===== config.mk =====
export PLATFORM = sky130hd
export DESIGN_NAME = sha256_stream_hasher_core_flat
export DESIGN_NICKNAME = d
export VERILOG_FILES = /design/src/rtl/shs_pkg.sv /design/src/rtl/shs_if.sv /design/src/rtl/sha256_stream_hasher_core.sv /design/src/flat_wrapper.sv
export SDC_FILE = /design/constraint.sdc
export NUM_CORES = 2
export LEC_CHECK = 0
export BUFFER_PORTS_ARGS = -buffer_cell sky130_fd_sc_hd__buf_2
export CAP_MARGIN = 20
export CORE_ASPECT_RATIO = 1.25
export CORE_MARGIN = 2
export CORE_UTILIZATION = 35
export CTS_BUF_LIST = sky130_fd_sc_hd__clkbuf_16
export DETAILED_ROUTE_END_ITERATION = 7
export HOLD_SLACK_MARGIN = 0.12
export PLACE_DENSITY = 0.59
export SKIP_LAST_GASP = 1
export SYNTH_ARGS = -nofsm -noshare
export SYNTH_HDL_FRONTEND = slang
export SYNTH_SLANG_ARGS = --single-unit

===== constraint.sdc =====
create_clock -name i_clk -period 20.8 [get_ports i_clk]
set_input_delay 3.12 -clock i_clk [delete_from_list [all_inputs] [get_ports i_clk]]
set_output_delay 3.12 -clock i_clk [all_outputs]
set_load 0.02 [all_outputs]

===== src/rtl/shs_pkg.sv =====
// Package: SHA-256 constants, round functions and sequencer state type.
`timescale 1ns / 1ps

package shs_pkg;

    // Initial hash value H0..H7
    localparam logic [31:0] IV [8] = '{
        32'h6a09e667, 32'hbb67ae85, 32'h3c6ef372, 32'ha54ff53a,
        32'h510e527f, 32'h9b05688c, 32'h1f83d9ab, 32'h5be0cd19
    };

    // Round constants
    localparam logic [31:0] ROUND_K [64] = '{
        32'h428a2f98, 32'h71374491, 32'hb5c0fbcf, 32'he9b5dba5,
        32'h3956c25b, 32'h59f111f1, 32'h923f82a4, 32'hab1c5ed5,
        32'hd807aa98, 32'h12835b01, 32'h243185be, 32'h550c7dc3,
        32'h72be5d74, 32'h80deb1fe, 32'h9bdc06a7, 32'hc19bf174,
        32'he49b69c1, 32'hefbe4786, 32'h0fc19dc6, 32'h240ca1cc,
        32'h2de92c6f, 32'h4a7484aa, 32'h5cb0a9dc, 32'h76f988da,
        32'h983e5152, 32'ha831c66d, 32'hb00327c8, 32'hbf597fc7,
        32'hc6e00bf3, 32'hd5a79147, 32'h06ca6351, 32'h14292967,
        32'h27b70a85, 32'h2e1b2138, 32'h4d2c6dfc, 32'h53380d13,
        32'h650a7354, 32'h766a0abb, 32'h81c2c92e, 32'h92722c85,
        32'ha2bfe8a1, 32'ha81a664b, 32'hc24b8b70, 32'hc76c51a3,
        32'hd192e819, 32'hd6990624, 32'hf40e3585, 32'h106aa070,
        32'h19a4c116, 32'h1e376c08, 32'h2748774c, 32'h34b0bcb5,
        32'h391c0cb3, 32'h4ed8aa4a, 32'h5b9cca4f, 32'h682e6ff3,
        32'h748f82ee, 32'h78a5636f, 32'h84c87814, 32'h8cc70208,
        32'h90befffa, 32'ha4506ceb, 32'hbef9a3f7, 32'hc67178f2
    };

    localparam logic [7:0] PAD_BYTE = 8'h80;

    // Command codes
    localparam logic CMD_ABSORB   = 1'b0;
    localparam logic CMD_FINALIZE = 1'b1;

    // Sequencer states
    typedef enum logic [4:0] {
        S_IDLE  = 5'b00001,
        S_ROUND = 5'b00010,
        S_FOLD  = 5'b00100,
        S_LEN   = 5'b01000,
        S_OUT   = 5'b10000
    } t_state;

    function automatic logic [31:0] rotr(input logic [31:0] x, input int unsigned n);
        return (x >> n) | (x << (32 - n));
    endfunction

    function automatic logic [31:0] big_sigma0(input logic [31:0] x);
        return rotr(x, 2) ^ rotr(x, 13) ^ rotr(x, 22);
    endfunction

    function automatic logic [31:0] big_sigma1(input logic [31:0] x);
        return rotr(x, 6) ^ rotr(x, 11) ^ rotr(x, 25);
    endfunction

    function automatic logic [31:0] small_sigma0(input logic [31:0] x);
        return rotr(x, 7) ^ rotr(x, 18) ^ (x >> 3);
    endfunction

    function automatic logic [31:0] small_sigma1(input logic [31:0] x);
        return rotr(x, 17) ^ rotr(x, 19) ^ (x >> 10);
    endfunction

endpackage


===== src/rtl/shs_if.sv =====
// Interfaces: byte/command input channel and digest word output channel.
`timescale 1ns / 1ps

interface shs_in_if;
    logic       valid;
    logic       ready;
    logic       command;
    logic [7:0] data_byte;

    modport source (output valid, output command, output data_byte, input ready);
    modport sink   (input valid, input command, input data_byte, output ready);
endinterface

interface shs_out_if;
    logic        valid;
    logic        ready;
    logic [31:0] digest_word;
    logic [2:0]  word_index;
    logic        last;

    modport source (output valid, output digest_word, output word_index, output last,
                    input ready);
    modport sink   (input valid, input digest_word, input word_index, input last,
                    output ready);
endinterface


===== src/rtl/sha256_stream_hasher_core.sv =====
// Top level: SHA-256 stream hasher with one shared round unit.
//
//  channel | dir | payload                              | transfer
//  i_in    | in  | command[0], data_byte[7:0]           | valid && ready
//  o_out   | out | digest_word[31:0], word_index, last  | valid && ready
//
// Absorb: the 64th byte of a block starts 64 rounds through the single round
//   unit, then one fold into the hash. Finalize: pad byte, a compression
//   if it spills into a second block, the length word, a final compression,
//   then 8 digest transfers, one per cycle when o_out.ready is high.
// Input is not ready while a block compresses or the digest is being sent.
// Synchronous active-low reset loads the initial hash and clears the buffer.
`timescale 1ns / 1ps

module sha256_stream_hasher_core
    import shs_pkg::*;
(
    input  logic            i_clk,
    input  logic            i_rst_n,
    shs_in_if.sink          i_in,
    shs_out_if.source       o_out
);

    t_state      r_state, n_state;
    logic [31:0] r_hash [8];
    logic [31:0] r_v    [8];
    logic [31:0] r_buf  [16];
    logic [31:0] r_count;
    logic [31:0] r_len;
    logic [5:0]  r_round;
    logic [2:0]  r_idx;
    logic        r_fin;
    logic        r_last;

    logic        in_xfer;
    logic        out_xfer;
    logic [5:0]  off;
    logic [7:0]  wr_byte;
    logic        start_rounds;

    logic [31:0] w_new;
    logic [31:0] t1;
    logic [31:0] t2;
    logic [31:0] ch;
    logic [31:0] maj;

    assign in_xfer  = i_in.valid && i_in.ready;
    assign out_xfer = o_out.valid && o_out.ready;
    assign off      = r_count[5:0];
    assign wr_byte  = (i_in.command == CMD_FINALIZE) ? PAD_BYTE : i_in.data_byte;

    // Handshake and result fields
    assign i_in.ready        = (r_state == S_IDLE);
    assign o_out.valid       = (r_state == S_OUT);
    assign o_out.digest_word = r_hash[r_idx];
    assign o_out.word_index  = r_idx;
    assign o_out.last        = (r_idx == 3'd7);

    // Shared round unit: schedule word and compression step
    always_comb begin
        w_new = r_buf[0] + small_sigma0(r_buf[1]) + r_buf[9] + small_sigma1(r_buf[14]);
        ch    = (r_v[4] & r_v[5]) ^ (~r_v[4] & r_v[6]);
        maj   = (r_v[0] & r_v[1]) ^ (r_v[0] & r_v[2]) ^ (r_v[1] & r_v[2]);
        t1    = r_v[7] + big_sigma1(r_v[4]) + ch + ROUND_K[r_round] + r_buf[0];
        t2    = big_sigma0(r_v[0]) + maj;
    end

    // Sequencer
    always_comb begin
        n_state      = r_state;
        start_rounds = 1'b0;
        unique case (r_state)
            S_IDLE: begin
                if (in_xfer) begin
                    if (i_in.command == CMD_FINALIZE) begin
                        // pad fits with the length only below byte 56
                        if (off >= 6'd56) begin
                            n_state      = S_ROUND;
                            start_rounds = 1'b1;
                        end else begin
                            n_state = S_LEN;
                        end
                    end else if (off == 6'd63) begin
                        n_state      = S_ROUND;
                        start_rounds = 1'b1;
                    end
                end
            end
            S_ROUND: begin
                if (r_round == 6'd63) begin
                    n_state = S_FOLD;
                end
            end
            S_FOLD: begin
                if (!r_fin) begin
                    n_state = S_IDLE;
                end else if (!r_last) begin
                    n_state = S_LEN;
                end else begin
                    n_state = S_OUT;
                end
            end
            S_LEN: begin
                n_state      = S_ROUND;
                start_rounds = 1'b1;
            end
            S_OUT: begin
                if (out_xfer && (r_idx == 3'd7)) begin
                    n_state = S_IDLE;
                end
            end
            default: n_state = S_IDLE;
        endcase
    end

    // Datapath registers
    always_ff @(posedge i_clk) begin
        if (!i_rst_n) begin
            r_state <= S_IDLE;
            r_count <= '0;
            r_round <= '0;
            r_idx   <= '0;
            r_fin   <= 1'b0;
            r_last  <= 1'b0;
            for (int i = 0; i < 8; i++) begin
                r_hash[i] <= IV[i];
            end
            for (int i = 0; i < 16; i++) begin
                r_buf[i] <= '0;
            end
        end else begin
            r_state <= n_state;

            // Load working variables at the start of each compression
            if (start_rounds) begin
                r_round <= '0;
                for (int i = 0; i < 8; i++) begin
                    r_v[i] <= r_hash[i];
                end
            end

            unique case (r_state)
                S_IDLE: begin
                    if (in_xfer) begin
                        r_buf[off[5:2]][{~off[1:0], 3'b000} +: 8] <= wr_byte;
                        r_count <= r_count + 32'd1;
                        if (i_in.command == CMD_FINALIZE) begin
                            r_fin <= 1'b1;
                            r_len <= {r_count[28:0], 3'b000};
                        end
                    end
                end
                S_ROUND: begin
                    r_round <= r_round + 6'd1;
                    // message schedule slides one word per round
                    for (int i = 0; i < 15; i++) begin
                        r_buf[i] <= r_buf[i + 1];
                    end
                    r_buf[15] <= w_new;
                    r_v[7] <= r_v[6];
                    r_v[6] <= r_v[5];
                    r_v[5] <= r_v[4];
                    r_v[4] <= r_v[3] + t1;
                    r_v[3] <= r_v[2];
                    r_v[2] <= r_v[1];
                    r_v[1] <= r_v[0];
                    r_v[0] <= t1 + t2;
                end
                S_FOLD: begin
                    for (int i = 0; i < 8; i++) begin
                        r_hash[i] <= r_hash[i] + r_v[i];
                    end
                    for (int i = 0; i < 16; i++) begin
                        r_buf[i] <= '0;
                    end
                end
                S_LEN: begin
                    r_buf[15] <= r_len;
                    r_last    <= 1'b1;
                end
                S_OUT: begin
                    if (out_xfer) begin
                        r_idx <= r_idx + 3'd1;
                        // back to the initial state after the last word
                        if (r_idx == 3'd7) begin
                            r_count <= '0;
                            r_fin   <= 1'b0;
                            r_last  <= 1'b0;
                            for (int i = 0; i < 8; i++) begin
                                r_hash[i] <= IV[i];
                            end
                        end
                    end
                end
                default: ;
            endcase
        end
    end

endmodule


===== src/flat_wrapper.sv =====
// flat-port wrapper written by rule: the top's interface ports become plain ports
module sha256_stream_hasher_core_flat import shs_pkg::*;
  (i_clk, i_rst_n, i_in_valid, i_in_command, i_in_data_byte, i_in_ready, o_out_valid, o_out_digest_word, o_out_word_index, o_out_last, o_out_ready);
  shs_in_if i_in_i ();
  shs_out_if o_out_i ();
  input  logic i_clk;
  input  logic i_rst_n;
  input wire logic [$bits(i_in_i.valid)-1:0] i_in_valid;
  input wire logic [$bits(i_in_i.command)-1:0] i_in_command;
  input wire logic [$bits(i_in_i.data_byte)-1:0] i_in_data_byte;
  output wire logic [$bits(i_in_i.ready)-1:0] i_in_ready;
  output wire logic [$bits(o_out_i.valid)-1:0] o_out_valid;
  output wire logic [$bits(o_out_i.digest_word)-1:0] o_out_digest_word;
  output wire logic [$bits(o_out_i.word_index)-1:0] o_out_word_index;
  output wire logic [$bits(o_out_i.last)-1:0] o_out_last;
  input wire logic [$bits(o_out_i.ready)-1:0] o_out_ready;
  assign i_in_i.valid = i_in_valid;
  assign i_in_i.command = i_in_command;
  assign i_in_i.data_byte = i_in_data_byte;
  assign i_in_ready = i_in_i.ready;
  assign o_out_valid = o_out_i.valid;
  assign o_out_digest_word = o_out_i.digest_word;
  assign o_out_word_index = o_out_i.word_index;
  assign o_out_last = o_out_i.last;
  assign o_out_i.ready = o_out_ready;
  sha256_stream_hasher_core u_core (.i_clk(i_clk), .i_rst_n(i_rst_n), .i_in(i_in_i), .o_out(o_out_i));
endmodule

==> reports/results.ini <==
[global_routing]
grt_use_total_pct=23.6
met1_usage_pct=29.0
antenna_found_initial=7
overflow=0
grt_pass1_wl_mm=374
gr-usage-met3_pct=2.71
busiest_layer=met2
grt_max_degree=175
grt_pass1_vias=57600
use_met2_pct=39.6

[flow_run]
drv_cap=0

[yosys]
synth.most_common_cell=nand2_1
synth_fp_nets=8240
synth.top_cell.area_share_pct=38.0
synth-edff-count=925
yosys.cell_types.count=88
synth_top_cell_by_area=edfxtp_1
synth_area_leaders=edfxtp_1, nand2_1, ha_1, o21ai_0, fa_1
ys_top_cells_by_count=nand2_1, edfxtp_1, o21ai_0
seq_area_frac_synth_pct=42.8
ys_seq_elements=1101
syn_area_um2=73000
synth_cells=7631
async_flop_share_pct=0
synthFlopType=edfxtp_1
avgSynthCellArea_um2=9.57
yosys_warnings=0

[setup_path]
r2r_end=u_core.r_v[0][159]
cp-start-kind=flip-flop
worstSetupPathType=reg2reg
critPathLaunch=u_core.r_round[1]
crit_arrival_ns=11.06
crit_end=u_core.r_v[0][159]
end_kind=flip-flop
crit_required_ns=21.34
cpMostUsedCell=o21ai_0
cp_slowest_cell=ha_1
r2r-start=u_core.r_round[1]
ff2ff_setup_slack_ns=10.28
path_max_fanout=23
cpPeakStageDelay_ns=0.76
reg2reg_depth=37

[sta]
finalSetupViolCount=0
rsz0062_at_grt=no
tns_ns=0
finalMaxSlewViolations=0
clock_skew_ns=0.0510
period_minus_slack_ns=10.52
slew-limit-headroom_pct=15.6
max_freq_ghz=0.0950
timing.final.crit_share_pct=50.6
hold_viol=0
tightest_slew_ns=1.26

[cts]
cts_buffers=131
post_cts_buffers=0
cts_hold_buf=0
root_buffer=clkbuf_16
cts_max_path_buffers=3
clk_pin_slew_ns=0.06
htree_levels=4
cts_sinks=1101
cts_tree=built
worstSkewPairLatency_ns=0.83
postCtsResizedCells=0

[detailed_routing]
firstDrtPassIters=6
vias=58700
routed_wl_mm=255
viasPerCell=5.67
wl_per_cell_um=24.7
drt_iter0_markers=5609
drc=0
drtAntennaViolNets=0

[final_layout]
area_growth_pct=10.0
nFillCells=20300
final_nets=8111
stdcell_count=10400
layout-drive-gt1-share_pct=7.01

[placement]
io_buffers=50
gp_congestion=0.959
dp.cells=10100
hpwl_mm=191

[pwr]
ir_drop_mv=0.0924
p_per_area_nw_per_um2=116
p_leak_nw=30.0

[hold_path]
hold_path.class=reg2reg

[floorplanning]
initial_core_util_pct=35.2
core_um2=208000
die_y_um=515
fp.dieW_um=413
fp-row-count=187
die-area_um2=212000
io-pin-count=51

[run_status]
status=completed

==> flip-flops by register name, indices dropped and copies added (netlist names), named ones only <==
| name | cells |
|---|---|
| u_core.r_buf | 512 |
| u_core.r_len | 29 |
| u_core.r_state | 5 |
| u_core.r_v | 256 |
| u_core.o_out.word_index | 3 |
| u_core.r_count | 29 |
| u_core.r_hash | 256 |
| u_core.r_fin | 1 |
| u_core.r_round | 6 |
| u_core.r_last | 1 |
==> layer usage <==
metal  routed length [um]  vias up  share of wire, %
met5                    0        -                 0
li1                     -    27000                 -
met3                14400      590               5.6
met2               123000     2214                48
met1               101000    28900                40
met4                17200        0               6.7
==> where the power goes <==
group / internal, mW / switching (mW) / leakage [nW] / total, mW
clock network: 1.34 / 1.00 / 2.19 / 2.34
logic: 1.74 / 2.59 / 17.7 / 4.33
registers: 2.57 / 0.124 / 10.1 / 2.69
==> worst min-delay path by stage <==
stage                  endpoint  depth (start not counted)  slack, ns          startpoint
4_1_cts        u_core.r_len[26]                          0       0.48  u_core.r_count[23]
2_1_floorplan   u_core.r_len[5]                          0       0.41   u_core.r_count[2]
6_report       u_core.r_len[20]                          0       0.47  u_core.r_count[17]
3_3_place_gp   u_core.r_len[17]                          0       0.45  u_core.r_count[14]
3_5_place_dp   u_core.r_len[26]                          0       0.46  u_core.r_count[23]
5_1_grt        u_core.r_len[20]                          0       0.50  u_core.r_count[17]
==> cells in the final DEF, fill, tap and decap left out, types with 61 or more instances in the layout <==
cell,synthesis,routed
a21oi_1,474,474
nand2b_1,66,66
nor3_1,110,104
nand3_1,293,293
buf_4,0,88
inv_1,291,312
o21ai_0,852,847
dfxtp_1,176,169
nor2_1,321,316
mux2_2,61,61
mux4_2,72,72
ha_1,401,401
nand2_1,1486,1483
a21o_1,181,181
edfxtp_1,925,925
xnor2_1,381,381
xor2_1,190,190
clkbuf_16,0,138
fa_1,195,195
==> metrics by stage <==
| stage | hold WS, ns | setup WS, ns | power, mW | util (%) | area, um2 |
|---|---|---|---|---|---|
| after detailed placement | 0.462 | 10.38 | 6.95 | 36.6 | 76100 |
| after global routing | 0.497 | 9.73 | 9.93 | 38.7 | 80400 |
| after global placement | 0.447 | 10.48 | 6.89 | 36.6 | 76000 |
| after floorplan | 0.406 | 4.92 | 5.86 | - | 73000 |
| final | 0.475 | 10.28 | 9.36 | 38.7 | 80400 |
| after CTS | 0.476 | 10.37 | 9.32 | 38.7 | 80300 |
==> final cells by class <==
class	count	area (um2)	area share, %
Clock inverter	101	825	1.03
Tap cell	2740	3430	4.27
Timing Repair Buffer	142	998	1.24
Multi-Input combinational cell	5832	39200	48.8
Antenna cell	3	7.51	0.00934
Sequential cell	1101	31300	39.0
Inverter	294	1110	1.38
Clock buffer	138	3450	4.30
==> cells by family after synthesis <==
kind of cell,count (synthesis),synth area share (%)
and+or+nand+nor,2522,14.9
AOI/OAI and AO/OA,1971,15.9
DFF,1101,42.8
buffers and inverters,698,3.60
adders and majority gates,618,12.5
xor gates and xnor gates,571,6.85
muxes,150,3.39
==> critical path: cells and delay by family (launching register included) <==
family                     cells  cell delay (ns)
AOI/OAI and AO/OA             19             4.13
xor gates and xnor gates       2             0.41
adders and majority gates      6             2.95
buffers and inverters          5             1.07
DFF                            1             0.31
and+or+nand+nor                5             1.37
Power figures use the tool's default switching activity.
